$ cat src/hw/rtl/sfx_pkg.sv
// ----------------------------------------------------------------------------
// sfx_pkg
// Shared types, codes and helpers for the sentence framer.
// ----------------------------------------------------------------------------
`default_nettype none

package sfx_pkg;

  typedef enum logic [1:0] {
    PH_IDLE,
    PH_DOLLAR,
    PH_BODY,
    PH_CR
  } phase_e;

  localparam logic [1:0] ST_GOOD     = 2'd0;
  localparam logic [1:0] ST_NO_CSUM  = 2'd1;
  localparam logic [1:0] ST_MISMATCH = 2'd2;
  localparam logic [1:0] ST_TOO_LONG = 2'd3;

  localparam logic [1:0] LK_S = 2'd0;
  localparam logic [1:0] LK_C = 2'd1;
  localparam logic [1:0] LK_B = 2'd2;

  localparam logic [7:0] CH_DOLLAR  = 8'h24;
  localparam logic [7:0] CH_PERCENT = 8'h25;
  localparam logic [7:0] CH_S       = 8'h53;
  localparam logic [7:0] CH_C       = 8'h43;
  localparam logic [7:0] CH_B       = 8'h42;
  localparam logic [7:0] CH_CR      = 8'h0D;
  localparam logic [7:0] CH_LF      = 8'h0A;

  localparam int unsigned MinTrailerLen = 7;

  typedef struct packed {
    logic [1:0] status;
    logic [7:0] length;
    logic [1:0] kind;
  } result_t;

  function automatic logic [7:0] upcase(input logic [7:0] c);
    logic [7:0] r;
    r = c;
    if (c >= 8'h61 && c <= 8'h7A) begin
      r = c - 8'h20;
    end
    return r;
  endfunction

  function automatic logic [7:0] hexdigit(input logic [3:0] v);
    logic [7:0] r;
    if (v < 4'd10) begin
      r = 8'h30 + {4'b0, v};
    end else begin
      r = 8'h37 + {4'b0, v};
    end
    return r;
  endfunction

endpackage

`default_nettype wire

$ cat src/hw/rtl/sfx_core.sv
// ----------------------------------------------------------------------------
// sfx_core
// Framing state machine, trailer window, running XOR and length counter.
// ----------------------------------------------------------------------------
`default_nettype none

module sfx_core #(
  parameter int unsigned MAX_LEN = 128
) (
  input  wire logic            clk_i,
  input  wire logic            rst_ni,
  input  wire logic            accept_i,
  input  wire logic [7:0]      data_byte_i,
  output logic                 res_valid_o,
  output sfx_pkg::result_t     res_o
);

  localparam int unsigned CW = $clog2(MAX_LEN + 1);

  sfx_pkg::phase_e phase_q, phase_d;
  logic [7:0]      xor_q, xor_d;
  logic [7:0]      win_q [4];
  logic [7:0]      win_d [4];
  logic [CW-1:0]   cnt_q, cnt_d;
  logic [1:0]      kind_q, kind_d;

  logic [7:0]      c;
  logic            is_leader, printable;
  logic [CW-1:0]   cnt_inc;
  logic [CW+7:0]   cnt_ext;
  logic            csum_ok;
  logic [1:0]      fin_status;

  assign c         = data_byte_i;
  assign is_leader = (c == sfx_pkg::CH_S) || (c == sfx_pkg::CH_C) || (c == sfx_pkg::CH_B);
  assign printable = (c >= 8'h20) && (c <= 8'h7E);
  assign cnt_inc   = (cnt_q < CW'(MAX_LEN)) ? cnt_q + CW'(1) : cnt_q;
  assign cnt_ext   = {8'b0, cnt_inc};

  assign csum_ok = (sfx_pkg::upcase(win_q[2]) == sfx_pkg::hexdigit(xor_q[7:4])) &&
                   (sfx_pkg::upcase(win_q[1]) == sfx_pkg::hexdigit(xor_q[3:0]));

  always_comb begin
    if (cnt_inc >= CW'(sfx_pkg::MinTrailerLen) && win_q[3] == sfx_pkg::CH_PERCENT) begin
      fin_status = csum_ok ? sfx_pkg::ST_GOOD : sfx_pkg::ST_MISMATCH;
    end else begin
      fin_status = sfx_pkg::ST_NO_CSUM;
    end
    if (fin_status != sfx_pkg::ST_MISMATCH && cnt_inc >= CW'(MAX_LEN)) begin
      fin_status = sfx_pkg::ST_TOO_LONG;
    end
  end

  // next phase
  always_comb begin
    phase_d = phase_q;
    if (accept_i) begin
      case (phase_q)
        sfx_pkg::PH_IDLE: begin
          if (c == sfx_pkg::CH_DOLLAR) phase_d = sfx_pkg::PH_DOLLAR;
        end
        sfx_pkg::PH_DOLLAR: begin
          phase_d = is_leader ? sfx_pkg::PH_BODY : sfx_pkg::PH_IDLE;
        end
        sfx_pkg::PH_BODY: begin
          if (c == sfx_pkg::CH_CR) begin
            phase_d = sfx_pkg::PH_CR;
          end else if (c == sfx_pkg::CH_LF) begin
            phase_d = sfx_pkg::PH_IDLE;
          end else if (c == sfx_pkg::CH_DOLLAR) begin
            phase_d = sfx_pkg::PH_DOLLAR;
          end else if (!printable) begin
            phase_d = sfx_pkg::PH_IDLE;
          end
        end
        sfx_pkg::PH_CR: begin
          phase_d = sfx_pkg::PH_IDLE;
        end
        default: phase_d = sfx_pkg::PH_IDLE;
      endcase
    end
  end

  // datapath and result
  always_comb begin
    logic push, restart;
    push        = 1'b0;
    restart     = 1'b0;
    xor_d       = xor_q;
    win_d       = win_q;
    cnt_d       = cnt_q;
    kind_d      = kind_q;
    res_valid_o = 1'b0;
    res_o.status = fin_status;
    res_o.length = cnt_ext[7:0];
    res_o.kind   = kind_q;
    if (accept_i) begin
      case (phase_q)
        sfx_pkg::PH_IDLE: begin
          restart = (c == sfx_pkg::CH_DOLLAR);
        end
        sfx_pkg::PH_DOLLAR: begin
          if (is_leader) begin
            push = 1'b1;
            if (c == sfx_pkg::CH_S) begin
              kind_d = sfx_pkg::LK_S;
            end else if (c == sfx_pkg::CH_C) begin
              kind_d = sfx_pkg::LK_C;
            end else begin
              kind_d = sfx_pkg::LK_B;
            end
          end
        end
        sfx_pkg::PH_BODY: begin
          if (c == sfx_pkg::CH_CR) begin
            push = 1'b1;
          end else if (c == sfx_pkg::CH_LF) begin
            res_valid_o = 1'b1;
            cnt_d       = cnt_inc;
          end else if (c == sfx_pkg::CH_DOLLAR) begin
            restart = 1'b1;
          end else if (printable) begin
            push = 1'b1;
          end
        end
        sfx_pkg::PH_CR: begin
          if (c == sfx_pkg::CH_LF) begin
            res_valid_o = 1'b1;
            cnt_d       = cnt_inc;
          end
        end
        default: ;
      endcase
    end
    if (restart) begin
      xor_d = 8'h00;
      for (int i = 0; i < 4; i++) win_d[i] = 8'h00;
      cnt_d = CW'(1);
    end else if (push) begin
      xor_d    = xor_q ^ win_q[3];
      win_d[3] = win_q[2];
      win_d[2] = win_q[1];
      win_d[1] = win_q[0];
      win_d[0] = c;
      cnt_d    = cnt_inc;
    end
  end

  always_ff @(posedge clk_i or negedge rst_ni) begin
    if (!rst_ni) begin
      phase_q <= sfx_pkg::PH_IDLE;
      xor_q   <= 8'h00;
      for (int i = 0; i < 4; i++) win_q[i] <= 8'h00;
      cnt_q   <= '0;
      kind_q  <= 2'd0;
    end else begin
      phase_q <= phase_d;
      xor_q   <= xor_d;
      win_q   <= win_d;
      cnt_q   <= cnt_d;
      kind_q  <= kind_d;
    end
  end

endmodule

`default_nettype wire

$ cat src/hw/rtl/sfx_outbuf.sv
// ----------------------------------------------------------------------------
// sfx_outbuf
// Two-entry result buffer between the framer and the output channel.
// ----------------------------------------------------------------------------
`default_nettype none

module sfx_outbuf (
  input  wire logic             clk_i,
  input  wire logic             rst_ni,
  input  wire logic             push_i,
  input  wire sfx_pkg::result_t push_data_i,
  output logic                  full_o,
  output logic                  out_valid_o,
  input  wire logic             out_stall_i,
  output sfx_pkg::result_t      out_data_o
);

  sfx_pkg::result_t mem_q [2];
  logic             wr_q, rd_q;
  logic [1:0]       cnt_q;
  logic             pop;

  assign full_o      = (cnt_q == 2'd2);
  assign out_valid_o = (cnt_q != 2'd0);
  assign out_data_o  = mem_q[rd_q];
  assign pop         = out_valid_o && !out_stall_i;

  always_ff @(posedge clk_i) begin
    if (push_i) mem_q[wr_q] <= push_data_i;
  end

  always_ff @(posedge clk_i or negedge rst_ni) begin
    if (!rst_ni) begin
      wr_q  <= 1'b0;
      rd_q  <= 1'b0;
      cnt_q <= 2'd0;
    end else begin
      if (push_i) wr_q <= ~wr_q;
      if (pop) rd_q <= ~rd_q;
      case ({push_i, pop})
        2'b10:   cnt_q <= cnt_q + 2'd1;
        2'b01:   cnt_q <= cnt_q - 2'd1;
        default: cnt_q <= cnt_q;
      endcase
    end
  end

endmodule

`default_nettype wire

$ cat src/hw/rtl/sentence_framer_xor_check.sv
// ----------------------------------------------------------------------------
// sentence_framer_xor_check
// Frames '$'-led ASCII sentences and checks the optional '%' hex XOR trailer.
// ----------------------------------------------------------------------------
// One byte beat is taken every cycle while in_stall_o is low. The framer
// state machine updates on each accepted byte and a completed sentence (its
// LF beat) writes one result into a two-entry output buffer, which registers
// it before it appears on the output. Input stall rises only while both
// buffer entries wait on the output side. Results give status, length from
// '$' through LF (saturating at MAX_LEN, low 8 bits) and leader kind.
`default_nettype none

module sentence_framer_xor_check #(
  parameter int unsigned MAX_LEN = 128
) (
  input  wire logic       clk_i,
  input  wire logic       rst_ni,
  input  wire logic       in_valid_i,
  output logic            in_stall_o,
  input  wire logic [7:0] data_byte_i,
  output logic            out_valid_o,
  input  wire logic       out_stall_i,
  output logic [1:0]      frame_status_o,
  output logic [7:0]      frame_length_o,
  output logic [1:0]      leader_kind_o
);

  logic             full, accept, res_valid;
  sfx_pkg::result_t res, out_data;

  assign in_stall_o = full;
  assign accept     = in_valid_i && !full;

  sfx_core #(
    .MAX_LEN (MAX_LEN)
  ) u_core (
    .clk_i       (clk_i),
    .rst_ni      (rst_ni),
    .accept_i    (accept),
    .data_byte_i (data_byte_i),
    .res_valid_o (res_valid),
    .res_o       (res)
  );

  sfx_outbuf u_outbuf (
    .clk_i       (clk_i),
    .rst_ni      (rst_ni),
    .push_i      (res_valid),
    .push_data_i (res),
    .full_o      (full),
    .out_valid_o (out_valid_o),
    .out_stall_i (out_stall_i),
    .out_data_o  (out_data)
  );

  assign frame_status_o = out_data.status;
  assign frame_length_o = out_data.length;
  assign leader_kind_o  = out_data.kind;

endmodule

`default_nettype wire
$ cat config.mk
export PLATFORM = sky130hd
export DESIGN_NAME = sentence_framer_xor_check
export DESIGN_NICKNAME = d
export VERILOG_FILES = /design/src/hw/rtl/sfx_pkg.sv /design/src/hw/rtl/sfx_core.sv /design/src/hw/rtl/sfx_outbuf.sv /design/src/hw/rtl/sentence_framer_xor_check.sv
export SDC_FILE = /design/constraint.sdc
export NUM_CORES = 1
export LEC_CHECK = 0
export BUFFER_PORTS_ARGS = -buffer_cell sky130_fd_sc_hd__buf_2
export CORE_ASPECT_RATIO = 0.5
export CORE_UTILIZATION = 25
export DETAILED_ROUTE_END_ITERATION = 7
export SKIP_LAST_GASP = 1
export SLEW_MARGIN = 40
export SYNTH_ARGS = -nofsm -noshare
export SYNTH_HDL_FRONTEND = slang
export SYNTH_SLANG_ARGS = --single-unit
$ cat constraint.sdc
create_clock -name clk_i -period 6.1 [get_ports clk_i]
set_input_delay 1.22 -clock clk_i [delete_from_list [all_inputs] [get_ports clk_i]]
set_output_delay 1.22 -clock clk_i [all_outputs]
set_load 0.02 [all_outputs]
# Word level (Yosys, flattened, before mapping)

Memories as Yosys holds them, arrays and structs flattened.
Index checks and enable logic that the tools add are counted.

Add/subtract/negate cells: 9
Order comparisons: 11
Equality and inequality tests: 19
Mux-type cells: 46
Bitwise operators: 3
Reduce and logical (&&, ||, !) cells: 21

Operators by type and width:

| operator                                                          | number |
|---|---|
| 2-to-1 mux 8 bit                                                  | 12 |
| 2-to-1 mux 32 bit                                                 | 2 |
| adder 6 x 4 -> 7 bit, first input constant                        | 4 |
| equality test 8 x 7 -> 1 bit, second input constant               | 3 |
| <= comparator 8 x 7 -> 1 bit, second input constant               | 3 |
| 2-to-1 mux 2 bit                                                  | 11 |
| equality test 8 x 4 -> 1 bit, second input constant               | 2 |
| equality test 8 x 6 -> 1 bit, second input constant               | 2 |
| equality test 8 bit                                               | 2 |
| greater-or-equal comparator 8 x 7 -> 1 bit, second input constant | 2 |
| case mux 8 bit (2 select lines)                                   | 1 |
| subtractor 8 x 6 -> 8 bit, second input constant                  | 2 |
| 2-to-1 mux 1 bit                                                  | 15 |
| AND reduction 3 bit                                               | 3 |
| adder 8 x 1 -> 8 bit, second input constant                       | 1 |
| equality test 2 bit, second input constant                        | 4 |
| greater-or-equal comparator 8 x 3 -> 1 bit, second input constant | 1 |
| greater-or-equal comparator 8 x 6 -> 1 bit, second input constant | 1 |
| greater-or-equal comparator 8 bit, second input constant          | 1 |
| logical AND 1 bit                                                 | 8 |
| < comparator 4 bit, second input constant                         | 2 |
| < comparator 8 bit, second input constant                         | 1 |
| case mux 2 bit (4 select lines)                                   | 1 |
| bitwise XOR 8 bit                                                 | 1 |
| 16 further kinds                                                  | 24 |

Register bits: 56
Memory bits (writable): 24
Bits of input ports: 12
Output and inout bits: 14
Word-level logic and storage cells: 121
Memories: 1

Memory list:

| memory         | words | width | rd ports | clocked after memory_dff | write ports | line             | text |
|---|---|---|---|---|---|---|---|
| u_outbuf.mem_q | 2     | 12    | 1        | 0                        | 1           | sfx_outbuf.sv:18 | `sfx_pkg::result_t mem_q [2];` |

# Depth between registers and ports, before layout

Gate-level depths: netlist of the first run.

Depth in word-level cells: 10
Gate-level depth with buffers: 10
Mapped depth without buffers: 8

# Modules after synthesis

A second synthesis of the first run with hierarchy kept.

Cell total of the unflattened synthesis: 444
Area, all modules: 4,369.2 um2

Modules (own cells, without submodules):

| module                    | instances | cells each | area each (um2) | seq. area each (um2) |
|---|---|---|---|---|
| sfx_core                  | 1         | 389        | 3,275.6         | 1,301.2 |
| sfx_outbuf                | 1         | 54         | 1,079.8         | 820.8 |
| sentence_framer_xor_check | 1         | 1          | 13.8            | 0.0 |

# Worst setup path after synthesis of the first run

Ideal clock, no wire load.

Path type: input to register
Start: input data_byte_i[2]
End: memory u_outbuf.mem_q[1][0] (netlist name), enable pin
Setup time: 0.380 ns
Arrival: 2.535 ns
Data required time: 5.720 ns
Slack: 3.185 ns
Cell stages on the path: 5
Path buffers: 0
Cells stage by stage: nor4b_2 > nand3_1 > nor2_1 > o21ai_0 > nor2_1

Cells in the longest elaborated chain, start to end: 7
Elaborated cells on any way between the ends: 8
Classes of those cells: eq/ne: 2; mux: 6

RTL lines:

| element                                  | line                             | text |
|---|---|---|
| from (decl)                              | sentence_framer_xor_check.sv:20  | `input wire logic [7:0] data_byte_i,` |
| equality test 8 x 4 -> 1 bit             | sfx_core.sv:117, sfx_core.sv:127 |  |
| 2-to-1 mux 1 bit                         | sfx_core.sv:117, sfx_core.sv:127 |  |
| 2-to-1 mux 1 bit                         | sfx_core.sv:115                  | `if (c == sfx_pkg::CH_CR) begin` |
| case mux 1 bit (2 select lines) *        | sfx_core.sv:98                   | `case (phase_q)` |
| 2-to-1 mux 1 bit *                       | sfx_core.sv:97                   | `if (accept_i) begin` |
| 2-to-1 mux 1 bit *                       | sfx_outbuf.sv:29                 | `if (push_i) mem_q[wr_q] <= push_data_i;` |
| 2-to-1 mux 1 bit (implied by the code) * | sfx_outbuf.sv:29                 |  |
| to (decl)                                | sfx_outbuf.sv:18                 |  |

Every way passes the cells marked *; elsewhere a longest branch is shown, timed or not.

# Worst setup path after layout of the first run

Start: input data_byte_i[5]
End: register u_outbuf.cnt_q[1]

Cells in the longest elaborated chain, start to end: 7
Elaborated cells on any way between the ends: 10
Classes of those cells: eq/ne: 4; mux: 5; reduce/logical: 1

RTL lines:

| element                                                               | line                             | text |
|---|---|---|
| equality test 8 x 4 -> 1 bit                                          | sfx_core.sv:117, sfx_core.sv:127 |  |
| 2-to-1 mux 1 bit                                                      | sfx_core.sv:117, sfx_core.sv:127 |  |
| 2-to-1 mux 1 bit                                                      | sfx_core.sv:115                  |  |
| case mux 1 bit (2 select lines) *                                     | sfx_core.sv:98                   |  |
| 2-to-1 mux 1 bit *                                                    | sfx_core.sv:97                   |  |
| equality test 2 x 1 -> 1 bit or equality test 2 bit (tied branches)   | sfx_outbuf.sv:40                 | `case ({push_i, pop})` |
| case mux 2 bit (2 select lines) or nonzero test 2 bit (tied branches) | -                                |  |
| to (signal assigned)                                                  | sfx_outbuf.sv:41                 | `2'b10: cnt_q <= cnt_q + 2'd1;` |
| to (signal assigned)                                                  | sfx_outbuf.sv:42                 | `2'b01: cnt_q <= cnt_q - 2'd1;` |
| to (signal assigned)                                                  | sfx_outbuf.sv:43                 | `default: cnt_q <= cnt_q;` |
| to (decl)                                                             | sfx_outbuf.sv:20                 | `logic [1:0] cnt_q;` |

Marked as above.
A chain may end at the register's enable or synchronous reset.

==> results of run 1 <==
## layout by cell type (no fill, tap or decap), drive strengths merged, types with 2 or more instances in the layout
master,n
o21a,4
o22ai,3
a22o,26
o21ai,23
xor2,7
and3b,3
a41o,2
clkbuf,11
nor3,4
a31oi,6
nand2b,3
inv,19
nor2,30
edfxtp,24
mux2,13
a21oi,25
nand3,7
nand4b,5
or3b,2
nand2,22
nor3b,10
buf,28
or4,3
xnor2,19
dfrtp,56
nor4b,3
bufinv,2
and2,4
nand4,2
a211oi,2
ha,10
a2111oi,2
nor2b,6
## cell type report
cell class	count	area share (%)
clock buffer	11	4.83
clock inverter	5	1.69
inverter	18	1.40
multi-input combinational	264	39.2
sequential	80	44.1
tap	221	5.74
timing repair buffer	28	3.07
## critical path, delay by kind of cell
family / cells / cell delay, ns
compound gates: 2 / 0.82
xor+xnor: 1 / 0.15
fa+ha+maj: 1 / 0.37
buf+inv: 1 / 0.14
simple gates: 2 / 0.54
## routing by layer
metal	vias to the layer above	track usage (%)	wire, um
met4	0	3.51	120
met2	43	16.6	3950
li1	1438	-	-
met3	10	2.88	275
met1	1426	15.6	4500
met5	-	0	0
## cell families after synthesis
kind of cell / after synthesis / share of synthesized area [%]
multiplexers: 14 / 3.74
AO/OA/AOI/OAI: 104 / 17.4
adder cells (fa/ha/maj): 10 / 3.00
flip-flops: 80 / 50.8
buffers and inverters: 41 / 4.25
AND/OR/NAND/NOR: 110 / 15.3
XOR/XNOR: 26 / 5.45
## state kept, by name, summed over array words and instances (netlist names)
name / flops
u_core.xor_q: 8
u_core.cnt_q: 8
u_outbuf.mem_q: 24
u_core.phase_q: 2
u_outbuf.wr_q: 1
u_outbuf.rd_q: 1
u_outbuf.cnt_q: 2
u_core.win_q: 32
u_core.kind_q: 2
## worst paths after layout
| path | end | startpoint | depth (start not counted) |
|---|---|---|---|
| setup / recovery | u_outbuf.cnt_q[1]$_DFFE_PN0P_ | data_byte_i[5] | 7 |
| hold / removal | u_core.win_q[31]$_DFFE_PN0P_ | u_core.win_q[31]$_DFFE_PN0P_ | 1 |
| setup reg to reg | u_outbuf.mem_q[0][11]$_DFFE_PP_ | u_core.xor_q[5]$_DFFE_PN0P_ | 8 |
| hold reg to reg | u_core.win_q[31]$_DFFE_PN0P_ | u_core.win_q[31]$_DFFE_PN0P_ | 1 |
| max in group asynchronous | u_core.cnt_q[3]$_DFFE_PN0P_ | rst_ni | 2 |
| min in group asynchronous | u_core.win_q[24]$_DFFE_PN0P_ | rst_ni | 2 |
## power by group
part	switching (mW)	total, mW	internal, mW
Combinational	0.111	0.207	0.0960
Sequential	0.0593	0.654	0.594
Clock	0.204	0.563	0.359
## synthesized netlist by cell type, types with 2 or more instances
cell type,n
a31oi_1,6
clkbuf_1,10
o22ai_1,2
nor4b_2,2
or4_1,3
o21ai_0,22
nand4b_1,5
nor3_1,3
xnor2_1,19
or3b_1,2
buf_2,10
nand4_1,2
and2_1,3
a211oi_1,2
nand3_1,7
inv_1,18
dfrtp_1,56
xor2_1,7
a21oi_1,25
o21a_1,4
edfxtp_1,24
ha_1,10
nor2_1,28
nor2b_1,6
and3b_1,3
mux2_2,13
a41o_1,2
nand2_1,22
nand2b_1,3
nor2_2,2
a22o_1,26
nor3b_1,9
a2111oi_1,2
## through the flow
| step | instance area, um2 | setup slack, ns |
|---|---|---|
| after floorplan | 4180 | 3.18 |
| after global placement | 4490 | 2.50 |
| after detailed placement | 4500 | 2.41 |
| after CTS | 4810 | 2.79 |
| after global routing | 4820 | 2.87 |
| final | 4820 | 3.12 |
==> flow_summary.yaml, run 1 <==
global_routing:
  grt-ovfl-total: 0
  grt_pass1_vias: 2829
  grt_use_total_pct: 11.1
  grt_pass1_wl_mm: 14.9
  antenna_found_initial: 0
  grt_max_degree: 57
setup_path:
  path_cells: "buf_2 -> nor4_2 -> a21boi_0 -> o21ai_0 -> ha_1 -> nor2_1 -> xor2_1"
  worstPathArrival_ns: 3.25
  critical-path-max-stage-delay_ns: 0.61
  end_kind: "register"
  cp_max_fo: 7
  worst-setup-path-type: "in2reg"
  crit_path_start_kind: "primary input"
  crit_required_ns: 6.37
  rrSetupSlack_ns: 3.71
  cp_slowest_cell: "o21ai_0"
placement:
  dp.cells: 611
  gp_congestion: 0.797
  portBuffers: 25
  dp_hpwl_mm: 6.10
clock_network:
  clk_path_buf_depth: 2
  cts_tree: "built"
  cts_buffers: 9
  cts_root_buffer: "clkbuf_16"
  clock_latency_ns: 0.34
  path_clk_slew_ns: 0.06
  clock-sinks: 80
  cts_resized: 0
  post_cts_buffers: 0
  holdBufCountCts: 0
  cts_htree_levels: 3
power:
  p_per_area_nw_per_um2: 296
  irDropWorstVdd_uv: 140
  p_total_mw: 1.42
  p_leak_nw: 1.97
timing:
  final-hold-violation-count: 0
  max_freq_mhz: 335
  slew_headroom_pct: 51.7
  period_share_pct: 48.9
  finalClockSkew_ns: 0.00883
  whs_ns: 0.482
  finalSetupViolCount: 0
  period_needed_ns: 2.98
  tightest_slew_ns: 0.717
  tns_ns: 0
  rsz0062_at_grt: "no"
  drv_slew: 0
routing:
  vias_per_cell: 4.65
  ant_nets: 0
  num_vias: 2917
  routed_wirelength_mm: 8.85
  drt_iter0_markers: 151
  route.detailed.drc: 0
  first_pass_iters: 4
  wl_per_cell_um: 14.1
floorplanning:
  dieArea_um2: 17300
  die_h_um: 93.4
  io_pins: 26
  fp.dieW_um: 185
  rows: 32
  core_area_um2: 15900
  start_util_pct: 26.3
logic_synthesis:
  ys.flop_type: "dfrtp_1"
  ys_types: 60
  yosys_warnings: 0
  postSynthCellCount: 385
  synth_area_um2: 4180
  yosysSeqAreaShare_pct: 50.8
  synth_seq_cells: 80
  syn_nets: 407
  yosysTopAreaCellShare_pct: 33.6
  synth_edf_count: 24
  async_flop_share_pct: 70.0
  synth_top_cell_by_area: "dfrtp_1"
  syn_area_per_cell_um2: 10.8
  synthTopCellsByArea: "dfrtp_1 34%, edfxtp_1 17%, a22o_1 5.5%"
final_layout:
  ff_latch_area_um2: 2120
  layout-drive-gt1-share_pct: 17.0
  syn_to_final_growth_pct: 15.3
  fillers: 1644
  nets: 423
  fin_cells: 627
  diodes: 0
  multi_input_area_um2: 1890
  utilization_pct: 30.4
outcome:
  status: "complete, no violations"
worst_hold_path:
  min_path_type: "reg2reg"
job:
  drv_cap: 0
Note: power is estimated with default switching activity, not from simulation.
==> inputs of run 2 (changes only) <==
==> constraint.sdc (replaced) <==
create_clock -name clk_i -period 2.75 [get_ports clk_i]
set_input_delay 0.55 -clock clk_i [delete_from_list [all_inputs] [get_ports clk_i]]
set_output_delay 0.55 -clock clk_i [all_outputs]
set_load 0.02 [all_outputs]
==> flow_summary.yaml, run 2 (synthesis gave the netlist of run 1 again) <==
outcome:
  status: "complete, no violations"
final_layout:
  final_common_cell: "dfrtp_1"
  diodes: 0
  final_cell_area_um2: 4910
  syn_to_final_growth_pct: 17.7
  nets: 434
  largest_register_ffs: 32
  final_cell_mix: "56 x dfrtp_1, 26 x nor2_1, 26 x a22o_1, 25 x a21oi_1, 25 x buf_2"
  layout-drive-gt1-share_pct: 19.2
  utilization_pct: 31.0
  top_register: "u_core.win_q"
  reg_top3: "u_core.win_q (32), u_outbuf.mem_q (24)"
timing:
  finalClockSkew_ns: 0.00744
  tightest_slew_ns: 0.719
  period_share_pct: 89.0
  period_needed_ns: 2.45
  drv_slew: 0
  slew_headroom_pct: 52.1
  max_freq_mhz: 408
  final-hold-violation-count: 0
  whs_ns: 0.265
  rsz0062_at_grt: "no"
  finalSetupViolCount: 0
  tns_ns: 0
placement:
  gp_congestion: 0.837
  place_area_um2: 4580
  portBuffers: 25
  dp_hpwl_mm: 6.49
routing:
  first_pass_iters: 5
  route.detailed.drc: 0
  drt_iter0_markers: 170
  routed_wirelength_mm: 9.06
  vias_per_cell: 4.64
  num_vias: 2960
  ant_nets: 0
  wl_per_cell_um: 14.2
global_routing:
  grt_pass1_vias: 2866
  grt_pass1_wl_mm: 14.9
  antenna_found_initial: 0
  grt_max_degree: 32
  grt_use_total_pct: 11.3
  grt-ovfl-total: 0
setup_path:
  worstReg2RegEnd: "u_outbuf.mem_q[1][11]$_DFFE_PP_"
  crit_path_start_kind: "register"
  end_kind: "register"
  crit_start: "u_core.xor_q[5]$_DFFE_PN0P_"
  path_cells: "inv_1 -> ha_1 -> and3b_1 -> a21oi_1 -> nor2_1 -> o32a_1 -> a2111oi_1 -> a31oi_1"
  reg2reg_depth: 8
  worst-setup-path-type: "reg2reg"
  rrSetupSlack_ns: 0.30
  crit_required_ns: 2.80
  cp_max_fo: 9
  cp_slowest_cell: "a2111oi_1"
  critical-path-max-stage-delay_ns: 0.51
  worstPathArrival_ns: 2.50
  timing.rr.start: "u_core.xor_q[5]$_DFFE_PN0P_"
floorplanning:
  io_pins: 26
  fp.dieW_um: 185
  dieArea_um2: 17300
  rows: 32
  core_area_um2: 15900
  start_util_pct: 26.3
  die_h_um: 93.4
power:
  irDropWorstVdd_uv: 280
  p_per_area_nw_per_um2: 664
  p_total_mw: 3.26
  p_leak_nw: 2.03
clock_network:
  cts_root_buffer: "clkbuf_16"
  cts_buffers: 9
  clk_path_buf_depth: 2
  clock_latency_ns: 0.34
  path_clk_slew_ns: 0.06
  cts_resized: 0
  cts_htree_levels: 3
  cts_tree: "built"
  post_cts_buffers: 0
  clock-sinks: 80
  holdBufCountCts: 0
worst_hold_path:
  min_path_type: "in2async"
job:
  drv_cap: 0
## run 2: per-stage QoR
stage          setup slack, ns  std cells
2_1_floorplan            0.505        385
3_3_place_gp             0.108        622
3_5_place_dp             0.179        622
4_1_cts                  0.313        638
5_1_grt                  0.114        638
6_report                 0.302        638
## run 2: critical path: cells and delay by family, from the launching register on
family / cells / cell delay, ns
AOI/OAI and AO/OA: 4 / 1.13
DFF: 1 / 0.48
and+or+nand+nor: 2 / 0.25
adders and majority gates: 1 / 0.22
buffers and inverters: 1 / 0.07
## run 2: worst max-delay path by stage
stage	to	slack (ns)	cells after the start
after floorplan	u_outbuf.mem_q[1][0]$_DFFE_PP_	0.50	5
after global placement	u_outbuf.mem_q[0][10]$_DFFE_PP_	0.11	6
after detailed placement	u_outbuf.cnt_q[1]$_DFFE_PN0P_	0.18	9
after CTS	u_outbuf.mem_q[1][11]$_DFFE_PP_	0.31	8
after global routing	u_outbuf.mem_q[1][11]$_DFFE_PP_	0.11	8
final	u_outbuf.mem_q[1][11]$_DFFE_PP_	0.30	8
## run 2: power breakdown
group          internal, mW  total (mW)  leakage [nW]  switching [mW]
Sequential             1.32        1.45          1.01           0.128
Combinational         0.223       0.474         0.855           0.251
Clock                 0.883        1.34         0.162           0.459
## run 2: area by class of cell
class	count	area, um2
fill	1638	10900
clock inverter	6	108
timing repair buffer	39	230
multi-input combinational	264	1880
tap	221	277
inverter	18	67.6
clock buffer	10	229
sequential	80	2120
## run 2: per-layer routing
layer | GRT usage [%] | routed length [um] | vias to the layer above
met5 | 0 | 0 | -
met4 | 4.82 | 167 | 0
met3 | 3.23 | 313 | 14
met2 | 17.0 | 3970 | 47
met1 | 15.2 | 4610 | 1432
li1 | - | - | 1467
==> inputs of run 3 (changes only) <==
--- a/config.mk
+++ b/config.mk
@@ -5,6 +5,7 @@
 export SDC_FILE = /design/constraint.sdc
 export NUM_CORES = 1
 export LEC_CHECK = 0
+export ABC_AREA = 1
 export BUFFER_PORTS_ARGS = -buffer_cell sky130_fd_sc_hd__buf_2
 export CORE_ASPECT_RATIO = 0.5
 export CORE_UTILIZATION = 25
==> flow_summary.yaml, run 3 <==
job:
  drv_cap: 0
final_layout:
  top_register: "u_core.win_q"
  layout-drive-gt1-share_pct: 14.8
  syn_to_final_growth_pct: 15.1
  final_common_cell: "nand2_1"
  diodes: 0
  fin_cells: 795
  utilization_pct: 30.2
  final_cell_mix: "135 x nand2_1, 83 x inv_1, 56 x dfrtp_1, 49 x nor2_1, 40 x nand3_1"
  largest_register_ffs: 32
  reg_top3: "u_core.win_q (32), u_outbuf.mem_q (24)"
  nets: 585
logic_synthesis:
  yosys-top-cells-count: "135 x nand2_1, 83 x inv_1, 56 x dfrtp_1, 49 x nor2_1, 40 x nand3_1"
  synth_top_cell_by_area: "dfrtp_1"
  yosysTopAreaCellShare_pct: 31.8
  postSynthCellCount: 534
  synth_seq_cells: 80
  ys_types: 39
  syn_nets: 556
  async_flop_share_pct: 70.0
  ys.flop_type: "dfrtp_1"
  syn_area_per_cell_um2: 8.26
  yosys_warnings: 0
  synth_edf_count: 24
  synth_area_um2: 4410
  synthTopCellsByArea: "dfrtp_1 32%, edfxtp_1 16%, nand2_1 11%"
  yosysMostFrequentCell: "nand2_1"
  yosysSeqAreaShare_pct: 48.1
clock_network:
  clock_latency_ns: 0.34
  post_cts_buffers: 0
  cts_resized: 0
  cts_root_buffer: "clkbuf_16"
  clock-sinks: 80
  holdBufCountCts: 0
  cts_htree_levels: 3
  path_clk_slew_ns: 0.06
  cts_buffers: 9
  cts_tree: "built"
  clk_path_buf_depth: 2
worst_hold_path:
  min_path_type: "in2async"
setup_path:
  end_kind: "register"
  path_common_cell: "inv_1"
  worst-setup-path-type: "reg2reg"
  cp_slowest_cell: "dfrtp_1"
  reg2reg_depth: 12
  cp_max_fo: 39
  crit_required_ns: 2.98
  path_cells: "inv_1 -> ha_1 -> inv_1 -> nor3_1 -> nand3_2 -> nand3_2 -> nand2_4 -> nand2_2 -> buf_12 -> nor2_1 -> a21oi_1 -> inv_1"
  worstPathArrival_ns: 2.42
  crit_path_start_kind: "register"
  critical-path-max-stage-delay_ns: 0.41
timing:
  period_share_pct: 79.6
  finalClockSkew_ns: 0.00845
  max_freq_mhz: 457
  slew_headroom_pct: 59.7
  rsz0062_at_grt: "no"
  period_needed_ns: 2.19
  finalSetupViolCount: 0
  drv_slew: 0
  tightest_slew_ns: 0.599
  final-hold-violation-count: 0
  tns_ns: 0
floorplanning:
  fp.dieW_um: 190
  start_util_pct: 26.3
  rows: 33
  dieArea_um2: 18200
  io_pins: 26
  core_area_um2: 16800
  die_h_um: 95.9
global_routing:
  grt_max_degree: 40
  grt_use_total_pct: 10.8
  grt_pass1_wl_mm: 15.6
  grt-ovfl-total: 0
  grt_pass1_vias: 3256
  antenna_found_initial: 0
power:
  irDropWorstVdd_uv: 397
  p_leak_nw: 2.50
  p_per_area_nw_per_um2: 953
routing:
  routed_wirelength_mm: 9.17
  vias_per_cell: 4.40
  ant_nets: 0
  num_vias: 3498
  wl_per_cell_um: 11.5
  route.detailed.drc: 0
  first_pass_iters: 4
  drt_iter0_markers: 232
placement:
  dp_hpwl_mm: 6.68
  dp.cells: 779
  gp_congestion: 0.855
  portBuffers: 25
outcome:
  status: "complete, no violations"
run 3: metrics by stage:
stage / setup slack, ns / total power, mW / instance area, um2 / hold slack [ns]
2_1_floorplan: 0.590 / 3.21 / 4410 / 0.254
3_3_place_gp: 0.418 / 3.66 / 4780 / 0.465
3_5_place_dp: 0.343 / 3.71 / 4790 / 0.470
4_1_cts: 0.571 / 4.88 / 5080 / 0.197
5_1_grt: 0.257 / 5.26 / 5080 / 0.213
6_report: 0.561 / 4.84 / 5080 / 0.184
run 3: kinds of logic after synthesis:
kind of cell	Yosys count	synth area share, %
simple gates	254	24.9
buf+inv	102	9.87
flops	80	48.1
compound gates	77	12.1
xor+xnor	11	2.18
fa+ha+maj	10	2.84
run 3: path summary, 6_finish.rpt:
| path | slack, ns | start | to |
|---|---|---|---|
| hold reg to reg | 0.49 | u_core.kind_q[1]$_DFFE_PN0P_ | u_outbuf.mem_q[1][1]$_DFFE_PP_ |
| setup / recovery | 0.56 | u_core.phase_q[0]$_DFFE_PN0P_ | u_core.win_q[29]$_DFFE_PN0P_ |
| setup reg to reg | 0.56 | u_core.phase_q[0]$_DFFE_PN0P_ | u_core.win_q[29]$_DFFE_PN0P_ |
| min in group clk_i | 0.46 | data_byte_i[6] | u_core.win_q[30]$_DFFE_PN0P_ |
| hold / removal | 0.18 | rst_ni | u_outbuf.cnt_q[1]$_DFFE_PN0P_ |
| max in group asynchronous | 2.02 | rst_ni | u_core.cnt_q[4]$_DFFE_PN0P_ |
run 3: power by group:
part | internal, mW | switching [mW]
clock | 0.671 | 0.487
sequential | 1.56 | 0.284
combinational | 0.663 | 1.18
run 3: worst max-delay path, delay by kind of cell (launching register included):
family,cells,cell delay (ns)
and+or+nand+nor,6,0.79
buffers and inverters,4,0.46
DFF,1,0.41
AOI/OAI and AO/OA,1,0.11
adders and majority gates,1,0.26
run 3: layer usage:
layer	track usage, %	share of wire (%)
met5	0	0
met1	13.7	49
met3	2.08	2.7
met4	4.03	1.6
met2	18.6	47
run 3: cell type report:
type | instances | area (um2)
repair buffers | 33 | 200
flip-flops and latches | 80 | 2120
multi-input cells | 352 | 1850
clock buffers | 11 | 254
well taps | 227 | 284
inverters | 87 | 327
clock inverters | 5 | 38.8
fillers | 1788 | 11700
